## config.mk

```make
export PLATFORM = sky130hd
export DESIGN_NAME = ultrasonic_range_median_filter_core_flat
export DESIGN_NICKNAME = d
export VERILOG_FILES = /design/src/hw/rtl/urmf_pkg.sv /design/src/hw/rtl/urmf_req_if.sv /design/src/hw/rtl/urmf_rsp_if.sv /design/src/hw/rtl/urmf_csr_if.sv /design/src/hw/rtl/urmf_front.sv /design/src/hw/rtl/urmf_queue.sv /design/src/hw/rtl/urmf_back.sv /design/src/hw/rtl/ultrasonic_range_median_filter_core.sv /design/src/flat_wrapper.sv
export SDC_FILE = /design/constraint.sdc
export NUM_CORES = 1
export LEC_CHECK = 0
export BUFFER_PORTS_ARGS = -buffer_cell sky130_fd_sc_hd__buf_2
export CORE_ASPECT_RATIO = 0.75
export CORE_MARGIN = 3
export CORE_UTILIZATION = 63
export DETAILED_ROUTE_END_ITERATION = 8
export PLACE_DENSITY_LB_ADDON = 0.12
export SLEW_MARGIN = 20
export SYNTH_ARGS = -nofsm -noshare
export SYNTH_HDL_FRONTEND = slang
export SYNTH_SLANG_ARGS = --single-unit
```

## constraint.sdc

```tcl
create_clock -name clock -period 8.37 [get_ports clock]
set_input_delay 1.674 -clock clock [delete_from_list [all_inputs] [get_ports clock]]
set_output_delay 1.674 -clock clock [all_outputs]
set_load 0.05 [all_outputs]
```

## src/hw/rtl/urmf_pkg.sv

```systemverilog
// Shared types and constants for the ultrasonic range median filter.
// No dependencies; every other file refers to this package by scoped names.
package urmf_pkg;

   // Field widths of the channels.
   localparam int MaskBits = 4;
   localparam int SlotW    = 2;
   localparam int WidthW   = 16;
   localparam int DistW    = 14;
   localparam int MaxW     = 16;
   localparam int CsrIdxW  = 2;
   localparam int CsrDataW = 16;

   // Conversion and classification constants.
   localparam logic [WidthW-1:0] MinWidthUs   = 16'd150;
   localparam logic [MaxW-1:0]   MaxDistReset = 16'd4000;
   localparam int                MmNum        = 10;
   localparam int                MmDen        = 58;

   // width * 10 / 58 is computed as (width * DistRecip) >> DistShift. The
   // reciprocal is rounded up; over 16-bit widths the excess stays far below
   // one step of 1/58, so the floor is exact.
   localparam int                DistShift     = 24;
   localparam int                RecipW        = 22;
   localparam int                ProdW         = WidthW + RecipW;
   localparam logic [63:0]       DistRecipWide =
      ((64'(MmNum) << DistShift) + 64'(MmDen) - 64'd1) / 64'(MmDen);
   localparam logic [RecipW-1:0] DistRecip     = DistRecipWide[RecipW-1:0];

   typedef enum logic [CsrIdxW-1:0] {
      CSR_ACTIVE_MASK  = 2'd0,
      CSR_MAX_DISTANCE = 2'd1
   } csr_index_type;

   // A stored reading. Invalid readings carry a zero distance, so the packed
   // value orders exactly like the 0xFFFF invalid mark: above every distance.
   typedef struct packed {
      logic             invalid;
      logic [DistW-1:0] mm;
   } reading_type;

   localparam reading_type InvalidReading = '{invalid: 1'b1, mm: '0};

   // One classified item travelling from the front end to the filter.
   typedef struct packed {
      logic [SlotW-1:0] slot;
      reading_type      reading;
      logic [SlotW-1:0] next_slot;
   } job_type;

endpackage

```

## src/hw/rtl/urmf_req_if.sv

```systemverilog
// Input channel of the range filter: one echo width per beat.
// Depends on urmf_pkg for the field width.
interface urmf_req_if;
   logic                        valid;
   logic                        ready;
   logic [urmf_pkg::WidthW-1:0] echo_width_us;

   modport source (output valid, echo_width_us, input ready);
   modport sink (input valid, echo_width_us, output ready);
endinterface

```

## src/hw/rtl/urmf_rsp_if.sv

```systemverilog
// Result channel of the range filter: one filtered reading per beat.
// Depends on urmf_pkg for the field widths.
interface urmf_rsp_if;
   logic                       valid;
   logic                       ready;
   logic [urmf_pkg::SlotW-1:0] sensor_slot;
   logic [urmf_pkg::DistW-1:0] range_mm;
   logic                       reading_valid;
   logic [urmf_pkg::SlotW-1:0] next_slot;

   modport source (output valid, sensor_slot, range_mm, reading_valid, next_slot,
                   input ready);
   modport sink (input valid, sensor_slot, range_mm, reading_valid, next_slot,
                 output ready);
endinterface

```

## src/hw/rtl/urmf_csr_if.sv

```systemverilog
// Register write channel of the range filter: index and data per beat.
// Depends on urmf_pkg for the field widths.
interface urmf_csr_if;
   logic                          valid;
   logic                          ready;
   logic [urmf_pkg::CsrIdxW-1:0]  index;
   logic [urmf_pkg::CsrDataW-1:0] data;

   modport source (output valid, index, data, input ready);
   modport sink (input valid, index, data, output ready);
endinterface

```

## src/hw/rtl/urmf_front.sv

```systemverilog
// Front end: register file, round-robin slot selection, distance conversion
// and validity classification. Depends on urmf_pkg, urmf_req_if, urmf_csr_if.
module urmf_front #(
   parameter int ACTIVE_SLOTS = 4
) (
   input  logic                    clock,
   input  logic                    reset,
   urmf_req_if.sink                req_chan,
   urmf_csr_if.sink                csr_chan,
   output logic                    push_valid,
   output urmf_pkg::job_type       push_job,
   input  logic                    push_ready,
   output logic [ACTIVE_SLOTS-1:0] clear_slots
);

   localparam int CandW = urmf_pkg::SlotW + 1;
   localparam logic [urmf_pkg::MaskBits-1:0] SlotLimit =
      urmf_pkg::MaskBits'((1 << ACTIVE_SLOTS) - 1);

   logic [urmf_pkg::MaskBits-1:0] mask_ff, mask_in;
   logic [urmf_pkg::MaxW-1:0]     max_dist_ff, max_dist_in;
   logic [urmf_pkg::SlotW-1:0]    cur_ff, cur_in;
   logic                          s1_valid_ff, s1_valid_in;
   logic [urmf_pkg::SlotW-1:0]    s1_slot_ff, s1_slot_in;
   logic [urmf_pkg::SlotW-1:0]    s1_next_ff, s1_next_in;
   logic                          s1_wide_ff, s1_wide_in;
   logic [urmf_pkg::DistW-1:0]    s1_dist_ff, s1_dist_in;

   logic [urmf_pkg::MaskBits-1:0] active;
   logic                          any_active;
   logic [urmf_pkg::SlotW-1:0]    slot_sel;
   logic [urmf_pkg::SlotW-1:0]    next_sel;
   logic                          advance;
   logic                          csr_write;
   logic [urmf_pkg::ProdW-1:0]    product;
   logic                          reading_bad;

   // Next active slot strictly after the given one, wrapping. When the given
   // slot is the only active one it comes back as its own successor.
   function automatic logic [urmf_pkg::SlotW-1:0] next_of(
      input logic [urmf_pkg::SlotW-1:0]    from,
      input logic [urmf_pkg::MaskBits-1:0] act
   );
      logic [CandW-1:0]           cand;
      logic [urmf_pkg::SlotW-1:0] pick;
      pick = from;
      for (int k = ACTIVE_SLOTS; k >= 1; k--) begin
         cand = CandW'(from) + CandW'(k);
         if (cand >= CandW'(ACTIVE_SLOTS)) begin
            cand = cand - CandW'(ACTIVE_SLOTS);
         end
         if (act[cand[urmf_pkg::SlotW-1:0]]) begin
            pick = cand[urmf_pkg::SlotW-1:0];
         end
      end
      return pick;
   endfunction

   assign csr_chan.ready = 1'b1;
   assign csr_write      = csr_chan.valid && csr_chan.ready;

   always_comb begin
      mask_in     = mask_ff;
      max_dist_in = max_dist_ff;
      clear_slots = '0;
      if (csr_write) begin
         unique case (csr_chan.index)
            urmf_pkg::CSR_ACTIVE_MASK: begin
               mask_in     = csr_chan.data[urmf_pkg::MaskBits-1:0];
               clear_slots = csr_chan.data[ACTIVE_SLOTS-1:0] & ~mask_ff[ACTIVE_SLOTS-1:0];
            end
            urmf_pkg::CSR_MAX_DISTANCE: begin
               max_dist_in = csr_chan.data[urmf_pkg::MaxW-1:0];
            end
            default: begin
            end
         endcase
      end
   end

   // Slots beyond the sensor count never take part.
   assign active     = mask_ff & SlotLimit;
   assign any_active = |active;
   assign slot_sel   = next_of(cur_ff, active);
   assign next_sel   = next_of(slot_sel, active);

   assign req_chan.ready = !s1_valid_ff || push_ready;
   assign advance        = req_chan.valid && req_chan.ready;

   assign product = urmf_pkg::ProdW'(req_chan.echo_width_us) *
                    urmf_pkg::ProdW'(urmf_pkg::DistRecip);

   // An item that finds no active slot is taken and dropped here.
   always_comb begin
      s1_valid_in = s1_valid_ff && !push_ready;
      s1_slot_in  = s1_slot_ff;
      s1_next_in  = s1_next_ff;
      s1_wide_in  = s1_wide_ff;
      s1_dist_in  = s1_dist_ff;
      cur_in      = cur_ff;
      if (advance) begin
         s1_valid_in = any_active;
         s1_slot_in  = slot_sel;
         s1_next_in  = next_sel;
         s1_wide_in  = req_chan.echo_width_us >= urmf_pkg::MinWidthUs;
         s1_dist_in  = product[urmf_pkg::DistShift +: urmf_pkg::DistW];
         if (any_active) begin
            cur_in = slot_sel;
         end
      end
   end

   assign reading_bad = !s1_wide_ff ||
                        (urmf_pkg::MaxW'(s1_dist_ff) >= max_dist_ff);

   always_comb begin
      push_valid             = s1_valid_ff;
      push_job.slot          = s1_slot_ff;
      push_job.next_slot     = s1_next_ff;
      push_job.reading       = '{invalid: 1'b0, mm: s1_dist_ff};
      if (reading_bad) begin
         push_job.reading = urmf_pkg::InvalidReading;
      end
   end

   always_ff @(posedge clock) begin
      if (reset) begin
         mask_ff     <= '0;
         max_dist_ff <= urmf_pkg::MaxDistReset;
         cur_ff      <= '0;
         s1_valid_ff <= 1'b0;
      end else begin
         mask_ff     <= mask_in;
         max_dist_ff <= max_dist_in;
         cur_ff      <= cur_in;
         s1_valid_ff <= s1_valid_in;
      end
   end

   always_ff @(posedge clock) begin
      s1_slot_ff <= s1_slot_in;
      s1_next_ff <= s1_next_in;
      s1_wide_ff <= s1_wide_in;
      s1_dist_ff <= s1_dist_in;
   end

endmodule

```

## src/hw/rtl/urmf_queue.sv

```systemverilog
// Two-entry queue of classified items between the front end and the filter.
// Depends on urmf_pkg for the entry type.
module urmf_queue (
   input  logic              clock,
   input  logic              reset,
   input  logic              push_valid,
   input  urmf_pkg::job_type push_job,
   output logic              push_ready,
   output logic              pop_valid,
   output urmf_pkg::job_type pop_job,
   input  logic              pop_ready
);

   urmf_pkg::job_type entry_ff [2];
   logic              wr_ptr_ff, wr_ptr_in;
   logic              rd_ptr_ff, rd_ptr_in;
   logic [1:0]        count_ff, count_in;
   logic              push;
   logic              pop;

   assign push_ready = count_ff != 2'd2;
   assign pop_valid  = count_ff != 2'd0;
   assign pop_job    = entry_ff[rd_ptr_ff];
   assign push       = push_valid && push_ready;
   assign pop        = pop_valid && pop_ready;

   always_comb begin
      wr_ptr_in = push ? !wr_ptr_ff : wr_ptr_ff;
      rd_ptr_in = pop ? !rd_ptr_ff : rd_ptr_ff;
      count_in  = count_ff + 2'(push) - 2'(pop);
   end

   always_ff @(posedge clock) begin
      if (reset) begin
         wr_ptr_ff <= 1'b0;
         rd_ptr_ff <= 1'b0;
         count_ff  <= '0;
      end else begin
         wr_ptr_ff <= wr_ptr_in;
         rd_ptr_ff <= rd_ptr_in;
         count_ff  <= count_in;
      end
   end

   always_ff @(posedge clock) begin
      if (push) begin
         entry_ff[wr_ptr_ff] <= push_job;
      end
   end

endmodule

```

## src/hw/rtl/urmf_back.sv

```systemverilog
// Back end: per-slot reading rings, median selection and the result register.
// Depends on urmf_pkg and urmf_rsp_if.
module urmf_back #(
   parameter int ACTIVE_SLOTS = 4,
   parameter int MEDIAN_DEPTH = 3
) (
   input  logic                    clock,
   input  logic                    reset,
   input  logic                    pop_valid,
   input  urmf_pkg::job_type       pop_job,
   output logic                    pop_ready,
   input  logic [ACTIVE_SLOTS-1:0] clear_slots,
   urmf_rsp_if.source              rsp_chan
);

   localparam int IdxW = (ACTIVE_SLOTS > 1) ? $clog2(ACTIVE_SLOTS) : 1;
   localparam int PosW = (MEDIAN_DEPTH > 1) ? $clog2(MEDIAN_DEPTH) : 1;
   localparam int CntW = (MEDIAN_DEPTH > 1) ? $clog2(MEDIAN_DEPTH) : 1;
   localparam int Mid  = MEDIAN_DEPTH / 2;

   urmf_pkg::reading_type ring_ff [ACTIVE_SLOTS][MEDIAN_DEPTH];
   urmf_pkg::reading_type ring_in [ACTIVE_SLOTS][MEDIAN_DEPTH];
   logic [PosW-1:0]       pos_ff [ACTIVE_SLOTS];
   logic [PosW-1:0]       pos_in [ACTIVE_SLOTS];

   logic                       rsp_valid_ff, rsp_valid_in;
   logic [urmf_pkg::SlotW-1:0] rsp_slot_ff, rsp_slot_in;
   logic [urmf_pkg::DistW-1:0] rsp_dist_ff, rsp_dist_in;
   logic                       rsp_good_ff, rsp_good_in;
   logic [urmf_pkg::SlotW-1:0] rsp_next_ff, rsp_next_in;

   logic                  pop;
   logic [IdxW-1:0]       idx;
   logic [PosW-1:0]       pos_cur;
   logic [PosW-1:0]       pos_adv;
   urmf_pkg::reading_type row [MEDIAN_DEPTH];
   urmf_pkg::reading_type median;
   logic [CntW-1:0]       rank;

   assign pop_ready = !rsp_valid_ff || rsp_chan.ready;
   assign pop       = pop_valid && pop_ready;
   assign idx       = pop_job.slot[IdxW-1:0];
   assign pos_cur   = pos_ff[idx];
   assign pos_adv   = (pos_cur == PosW'(MEDIAN_DEPTH - 1)) ? '0 : pos_cur + PosW'(1);

   // The row as it stands once the new reading is in place.
   always_comb begin
      for (int d = 0; d < MEDIAN_DEPTH; d++) begin
         row[d] = (pos_cur == PosW'(d)) ? pop_job.reading : ring_ff[idx][d];
      end
   end

   // Each entry's rank is the number of entries ahead of it in sorted order,
   // with equal values broken by position; the entry of middle rank wins.
   always_comb begin
      median = '0;
      rank   = '0;
      for (int i = 0; i < MEDIAN_DEPTH; i++) begin
         rank = '0;
         for (int j = 0; j < MEDIAN_DEPTH; j++) begin
            if (j != i) begin
               if ((row[j] < row[i]) || ((row[j] == row[i]) && (j < i))) begin
                  rank = rank + CntW'(1);
               end
            end
         end
         if (rank == CntW'(Mid)) begin
            median = row[i];
         end
      end
   end

   always_comb begin
      for (int s = 0; s < ACTIVE_SLOTS; s++) begin
         pos_in[s] = pos_ff[s];
         for (int d = 0; d < MEDIAN_DEPTH; d++) begin
            ring_in[s][d] = ring_ff[s][d];
         end
         if (clear_slots[s]) begin
            pos_in[s] = '0;
            for (int d = 0; d < MEDIAN_DEPTH; d++) begin
               ring_in[s][d] = urmf_pkg::InvalidReading;
            end
         end else if (pop && (idx == IdxW'(s))) begin
            pos_in[s] = pos_adv;
            for (int d = 0; d < MEDIAN_DEPTH; d++) begin
               ring_in[s][d] = row[d];
            end
         end
      end
   end

   always_comb begin
      rsp_valid_in = rsp_valid_ff && !rsp_chan.ready;
      rsp_slot_in  = rsp_slot_ff;
      rsp_dist_in  = rsp_dist_ff;
      rsp_good_in  = rsp_good_ff;
      rsp_next_in  = rsp_next_ff;
      if (pop) begin
         rsp_valid_in = 1'b1;
         rsp_slot_in  = pop_job.slot;
         rsp_dist_in  = median.mm;
         rsp_good_in  = !median.invalid;
         rsp_next_in  = pop_job.next_slot;
      end
   end

   always_ff @(posedge clock) begin
      if (reset) begin
         rsp_valid_ff <= 1'b0;
         for (int s = 0; s < ACTIVE_SLOTS; s++) begin
            pos_ff[s] <= '0;
            for (int d = 0; d < MEDIAN_DEPTH; d++) begin
               ring_ff[s][d] <= urmf_pkg::InvalidReading;
            end
         end
      end else begin
         rsp_valid_ff <= rsp_valid_in;
         for (int s = 0; s < ACTIVE_SLOTS; s++) begin
            pos_ff[s] <= pos_in[s];
            for (int d = 0; d < MEDIAN_DEPTH; d++) begin
               ring_ff[s][d] <= ring_in[s][d];
            end
         end
      end
   end

   always_ff @(posedge clock) begin
      rsp_slot_ff <= rsp_slot_in;
      rsp_dist_ff <= rsp_dist_in;
      rsp_good_ff <= rsp_good_in;
      rsp_next_ff <= rsp_next_in;
   end

   assign rsp_chan.valid         = rsp_valid_ff;
   assign rsp_chan.sensor_slot   = rsp_slot_ff;
   assign rsp_chan.range_mm      = rsp_dist_ff;
   assign rsp_chan.reading_valid = rsp_good_ff;
   assign rsp_chan.next_slot     = rsp_next_ff;

`ifndef SYNTHESIS
   assert property (@(posedge clock) disable iff (reset)
      rsp_valid_ff && !rsp_good_ff |-> rsp_dist_ff == '0)
      else $error("invalid median reported with a nonzero distance");

   assert property (@(posedge clock) disable iff (reset)
      pop |=> rsp_valid_ff && (rsp_slot_ff == $past(pop_job.slot)))
      else $error("dequeued item did not reach the result register");

   assert property (@(posedge clock) disable iff (reset)
      pop |-> pos_cur <= PosW'(MEDIAN_DEPTH - 1))
      else $error("ring write position out of range");
`endif

endmodule

```

## src/hw/rtl/ultrasonic_range_median_filter_core.sv

```systemverilog
// Round-robin median-of-readings filter for up to four ultrasonic sensors.
//
// Channels: req_chan takes one echo width in microseconds per beat, rsp_chan
// returns the slot served, its median distance in millimetres, a valid flag
// and the next slot to fire. csr_chan writes register 0 (active slot mask,
// one bit per slot) and register 1 (maximum distance); other indexes are
// ignored. csr_chan is always ready and may be written only while no item
// is in flight. Setting a mask bit that was clear empties that slot's ring.
//
// Each accepted item advances to the next active slot. Its result is valid on
// rsp_chan once it has passed the front stage register and the queue into the
// result register; with no slot active the item is taken and dropped.
// With rsp_chan ready, the block sustains one item per cycle: the multiply
// stage, two-entry queue and result register each pass one beat per clock.
// When the receiver stalls, the result register holds and the queue fills;
// req_chan ready drops only once queue and front stage are both occupied.
//
// Synchronous reset clears all rings to invalid, the write positions and the
// slot pointer to zero, the mask to zero and the maximum distance to 4000.
// Depends on urmf_pkg, the channel interfaces, urmf_front, urmf_queue and
// urmf_back.
module ultrasonic_range_median_filter_core #(
   parameter int NUM_SENSORS  = 4,
   parameter int MEDIAN_DEPTH = 3
) (
   input  logic         clock,
   input  logic         reset,
   urmf_req_if.sink     req_chan,
   urmf_rsp_if.source   rsp_chan,
   urmf_csr_if.sink     csr_chan
);

   // Only the slots covered by the four-bit mask can ever take part.
   localparam int ActiveSlots = (NUM_SENSORS < urmf_pkg::MaskBits) ?
                                NUM_SENSORS : urmf_pkg::MaskBits;

   logic                   push_valid;
   urmf_pkg::job_type      push_job;
   logic                   push_ready;
   logic                   pop_valid;
   urmf_pkg::job_type      pop_job;
   logic                   pop_ready;
   logic [ActiveSlots-1:0] clear_slots;

   urmf_front #(
      .ACTIVE_SLOTS (ActiveSlots)
   ) u_front (
      .clock       (clock),
      .reset       (reset),
      .req_chan    (req_chan),
      .csr_chan    (csr_chan),
      .push_valid  (push_valid),
      .push_job    (push_job),
      .push_ready  (push_ready),
      .clear_slots (clear_slots)
   );

   urmf_queue u_queue (
      .clock      (clock),
      .reset      (reset),
      .push_valid (push_valid),
      .push_job   (push_job),
      .push_ready (push_ready),
      .pop_valid  (pop_valid),
      .pop_job    (pop_job),
      .pop_ready  (pop_ready)
   );

   urmf_back #(
      .ACTIVE_SLOTS (ActiveSlots),
      .MEDIAN_DEPTH (MEDIAN_DEPTH)
   ) u_back (
      .clock       (clock),
      .reset       (reset),
      .pop_valid   (pop_valid),
      .pop_job     (pop_job),
      .pop_ready   (pop_ready),
      .clear_slots (clear_slots),
      .rsp_chan    (rsp_chan)
   );

endmodule

```

## src/flat_wrapper.sv

```systemverilog
// flat-port wrapper written by rule: the top's interface ports become plain ports
module ultrasonic_range_median_filter_core_flat 
#(
   parameter int NUM_SENSORS  = 4,
   parameter int MEDIAN_DEPTH = 3
)
  (clock, reset, req_chan_valid, req_chan_echo_width_us, req_chan_ready, rsp_chan_valid, rsp_chan_sensor_slot, rsp_chan_range_mm, rsp_chan_reading_valid, rsp_chan_next_slot, rsp_chan_ready, csr_chan_valid, csr_chan_index, csr_chan_data, csr_chan_ready);
  urmf_req_if req_chan_i ();
  urmf_rsp_if rsp_chan_i ();
  urmf_csr_if csr_chan_i ();
  input  logic clock;
  input  logic reset;
  input wire logic [$bits(req_chan_i.valid)-1:0] req_chan_valid;
  input wire logic [$bits(req_chan_i.echo_width_us)-1:0] req_chan_echo_width_us;
  output wire logic [$bits(req_chan_i.ready)-1:0] req_chan_ready;
  output wire logic [$bits(rsp_chan_i.valid)-1:0] rsp_chan_valid;
  output wire logic [$bits(rsp_chan_i.sensor_slot)-1:0] rsp_chan_sensor_slot;
  output wire logic [$bits(rsp_chan_i.range_mm)-1:0] rsp_chan_range_mm;
  output wire logic [$bits(rsp_chan_i.reading_valid)-1:0] rsp_chan_reading_valid;
  output wire logic [$bits(rsp_chan_i.next_slot)-1:0] rsp_chan_next_slot;
  input wire logic [$bits(rsp_chan_i.ready)-1:0] rsp_chan_ready;
  input wire logic [$bits(csr_chan_i.valid)-1:0] csr_chan_valid;
  input wire logic [$bits(csr_chan_i.index)-1:0] csr_chan_index;
  input wire logic [$bits(csr_chan_i.data)-1:0] csr_chan_data;
  output wire logic [$bits(csr_chan_i.ready)-1:0] csr_chan_ready;
  assign req_chan_i.valid = req_chan_valid;
  assign req_chan_i.echo_width_us = req_chan_echo_width_us;
  assign req_chan_ready = req_chan_i.ready;
  assign rsp_chan_valid = rsp_chan_i.valid;
  assign rsp_chan_sensor_slot = rsp_chan_i.sensor_slot;
  assign rsp_chan_range_mm = rsp_chan_i.range_mm;
  assign rsp_chan_reading_valid = rsp_chan_i.reading_valid;
  assign rsp_chan_next_slot = rsp_chan_i.next_slot;
  assign rsp_chan_i.ready = rsp_chan_ready;
  assign csr_chan_i.valid = csr_chan_valid;
  assign csr_chan_i.index = csr_chan_index;
  assign csr_chan_i.data = csr_chan_data;
  assign csr_chan_ready = csr_chan_i.ready;
  ultrasonic_range_median_filter_core #(.NUM_SENSORS(NUM_SENSORS), .MEDIAN_DEPTH(MEDIAN_DEPTH)) u_core (.clock(clock), .reset(reset), .req_chan(req_chan_i), .rsp_chan(rsp_chan_i), .csr_chan(csr_chan_i));
endmodule
```

==> flow_metrics.py <==
metrics = {
    "routing": {
        "detailedRoute.firstPassIterationCount": 6,
        "residual_drc": 0,
        "finalWirelength_mm": 43.8,
        "vias": 12400,
        "avgViaCountPerCell": 6.06,
        "number_of_nets_with_antenna_violations_after_detailed_routing": 0,
        "first_iter_violations": 1412,
        "avgRoutedWirePerCell_um": 21.4,
    },
    "sta": {
        "max_freq_mhz": 149,
        "post-route-worst-setup-slack_ps": 1640,
        "layout_worst_path_cycle_share_pct": 80.4,
        "rsz0062_at_grt": "false",
        "report.final.setup_viol": 0,
        "final-max-slew-violation-count": 0,
        "worst-slew-pin-transition_ps": 1060,
        "skew_ps": 17.6,
        "finalSetupTns_ps": 0,
        "final_critical_period_ps": 6730,
        "hold_viol_final": 0,
        "max_slew_margin_pct": 29.2,
    },
    "setup_path": {
        "criticalPathCategory": "primary input to flop",
        "crit_path_max_fanout": 8,
        "critical_path_required_ps": 8700,
        "cpLargestDelayFamily": "adder cells",
        "critical-path-top-cell-by-count": "sky130_fd_sc_hd__inv_1",
        "timing.critical_path.cells": "buf_2, inv_1, ha_1, fa_1, inv_1, ha_1, inv_1, fa_1, inv_1, fa_1, inv_1, fa_1, inv_1, ha_1, a21o_1, or3_1, a21oi_1, a2111oi_2, o221ai_2, nor3_1, or3_1, xnor2_1",
        "cp_data_arrival_time_ps": 7050,
        "slowest_delay_ps": 540,
        "critical_path.startpoint_type": "primary input",
        "worst-path-buf-inv": 7,
        "slowest_stage": "sky130_fd_sc_hd__fa_1",
        "setup.worst_path.end_class": "flop",
    },
    "layout": {
        "design_area_um2": 20200,
        "design.final.nets": 1969,
        "final_layout_size_suffix_gt1_share_pct": 13.5,
        "antenna_diodes": 0,
        "nFillCells": 2079,
        "layout_area_overhead_pct": 8.14,
        "mostFrequentLayoutCell": "sky130_fd_sc_hd__edfxtp_1",
        "mostFrequentLayoutCells": "sky130_fd_sc_hd__edfxtp_1, sky130_fd_sc_hd__nor2_1, sky130_fd_sc_hd__ha_1",
    },
    "global_route": {
        "grt_overflow_total": 0,
        "first_global_vias": 12600,
        "grt_max_degree": 48,
        "grt_antenna_before_repair": 0,
        "grt_first_pass_wirelength_mm": 70.1,
        "all_layer_gr_usage_pct": 28.5,
    },
    "logic_synthesis": {
        "synth_nets": 1915,
        "netlist_area_um2": 18600,
        "syn-mean-instance-area_um2": 11.7,
        "cells_after_synthesis": 1590,
        "postSynth.asyncResetShare_pct": 0,
        "synth.distinct_cells": 76,
        "yosysWarningCount": 0,
        "synth_seq_cells": 293,
        "number_of_enable_type_register_cells_in_the_synthesized_netlist": 264,
        "postSynth.topFlopCell": "sky130_fd_sc_hd__edfxtp_1",
        "synth_sequential_area_ratio_pct": 45.7,
    },
    "floorplan": {
        "floorplan.initialDensity_pct": 65.2,
        "top_level_ports": 61,
        "floorplan.die_area_um2": 31700,
        "core_area_um2": 28600,
        "core.rowCount": 53,
        "die_width_um": 205,
        "fp.dieH_um": 155,
    },
    "clock_network": {
        "cts.clk_slew.worst_paths_ps": 60,
        "cts-htree-levels": 1,
        "cts_made_buffers": 28,
        "clk_latency_ps": 570,
        "postCtsSetupRepairBufs": 0,
        "tritoncts": "done",
        "cts_hold_buf": 0,
        "cts-resized-gates": 0,
        "clk_path_buf_depth": 3,
        "ctsRootBufferMaster": "sky130_fd_sc_hd__clkbuf_16",
        "cts_sinks": 293,
    },
    "place": {
        "dp_hpwl_mm": 31.0,
        "dpl_cell_area_um2": 19300,
        "port_buffers": 59,
        "dp_slack_ps": 1040,
        "place_congestion": 0.934,
    },
    "power": {
        "power_per_cell_area_nw_per_um2": 348,
        "ir_worst_vdd_mv": 0.232,
        "power.leakage_nw": 8.61,
    },
    "run_status": {
        "status": "finished clean",
    },
    "min_path": {
        "hold_path_class": "flop to flop",
    },
    "run": {
        "timing.max_cap.violations": 0,
    },
}
logic make-up (layout without fill, tap and decap cells):
kind of cell / count (synthesis) / after routing / synth area share, %
and+or+nand+nor: 438 / 438 / 10.3
DFF: 293 / 293 / 45.7
adders and majority gates: 286 / 286 / 21.8
buffers and inverters: 267 / 338 / 5.94
AOI/OAI and AO/OA: 218 / 218 / 8.45
muxes: 68 / 68 / 6.96
xor gates and xnor gates: 19 / 19 / 0.893
other: 1 / 1 / 0.0201
layout make-up:
type                            count  area [um^2]  area share [%]
Multi-Input combinational cell   1030         9070            45.0
Sequential cell                   293         8510            42.2
Clock inverter                     14          123           0.608
Tap cell                          385          482            2.39
Inverter                          211          795            3.94
Timing Repair Buffer               80          453            2.25
Clock buffer                       33          719            3.57
metal layers:
metal / track usage, % / vias up / part of all wire (%) / wire (um)
li1: - / 5737 / - / -
met1: 43.3 / 6078 / 45 / 19700
met2: 42.8 / 530 / 44 / 19100
met3: 6.48 / 53 / 9.4 / 4130
met4: 5.30 / 0 / 1.8 / 799
met5: 0 / - / 0 / 0
per-stage QoR:
step / total power [mW] / hold WS [ps] / instances / utilization [%]
global route: 7.49 / 460 / 2046 / 70.5
floorplan: 4.77 / 421 / 1590 / -
finish: 7.01 / 448 / 2046 / 70.5
global placement: 5.65 / 427 / 1999 / 67.6
CTS: 6.97 / 451 / 2046 / 70.5
detailed placement: 5.75 / 436 / 1999 / 67.6
sequential cells by signal, indices dropped and copies added (netlist names), 4 cells and up, named ones only:
register                         cells
u_core.u_back.ring_ff              180
u_core.u_front.active                4
u_core.u_queue.entry_ff             38
u_core.u_back.pos_ff                 8
u_core.u_front.max_dist_ff          16
u_core.u_back.rsp_chan.range_mm     14
u_core.u_front.s1_dist_ff           14
synth_stat cells, drive strengths merged (6+ instances only):
cell type / number / area share, %
a211o: 8 / 0.38
a211oi: 11 / 0.44
a21o: 11 / 0.44
a21oi: 83 / 2.9
a222oi: 16 / 0.86
a31oi: 8 / 0.34
and2: 16 / 0.54
buf: 33 / 1.2
clkbuf: 23 / 0.46
dfxtp: 29 / 3.1
edfxtp: 264 / 43
fa: 64 / 6.9
ha: 222 / 15
inv: 211 / 4.3
mux2i: 21 / 1.4
mux4: 45 / 5.4
nand2: 88 / 1.8
nand2b: 9 / 0.30
nand3: 14 / 0.40
nand3b: 6 / 0.24
nand4: 16 / 0.54
nor2: 246 / 5.0
nor3: 10 / 0.27
nor3b: 6 / 0.27
o21ai: 47 / 1.3
xnor2: 13 / 0.61
xor2: 6 / 0.28
power breakdown:
group	switching (mW)	total [mW]	internal, mW	leakage [nW]
clock network	0.543	1.19	0.645	0.401
logic	2.34	3.67	1.33	5.32
registers	0.106	2.16	2.05	2.89
total	2.99	7.01	4.03	8.61
path summary, 6_finish.rpt:
| check | startpoint | end | slack (ps) | cells after the start |
|---|---|---|---|---|
| setup / recovery | req_chan_echo_width_us[5] | u_core.u_front.s1_dist_ff[13] | 1640 | 22 |
| hold / removal | u_core.u_front.s1_slot_ff[1] | u_core.u_queue.entry_ff[0][18] | 450 | 0 |
| setup reg to reg | flop | u_core.u_back.rsp_chan.range_mm[3] | 2120 | 18 |
| hold reg to reg | u_core.u_front.s1_slot_ff[1] | u_core.u_queue.entry_ff[0][18] | 450 | 0 |
Note: power is estimated with default switching activity, not from simulation.
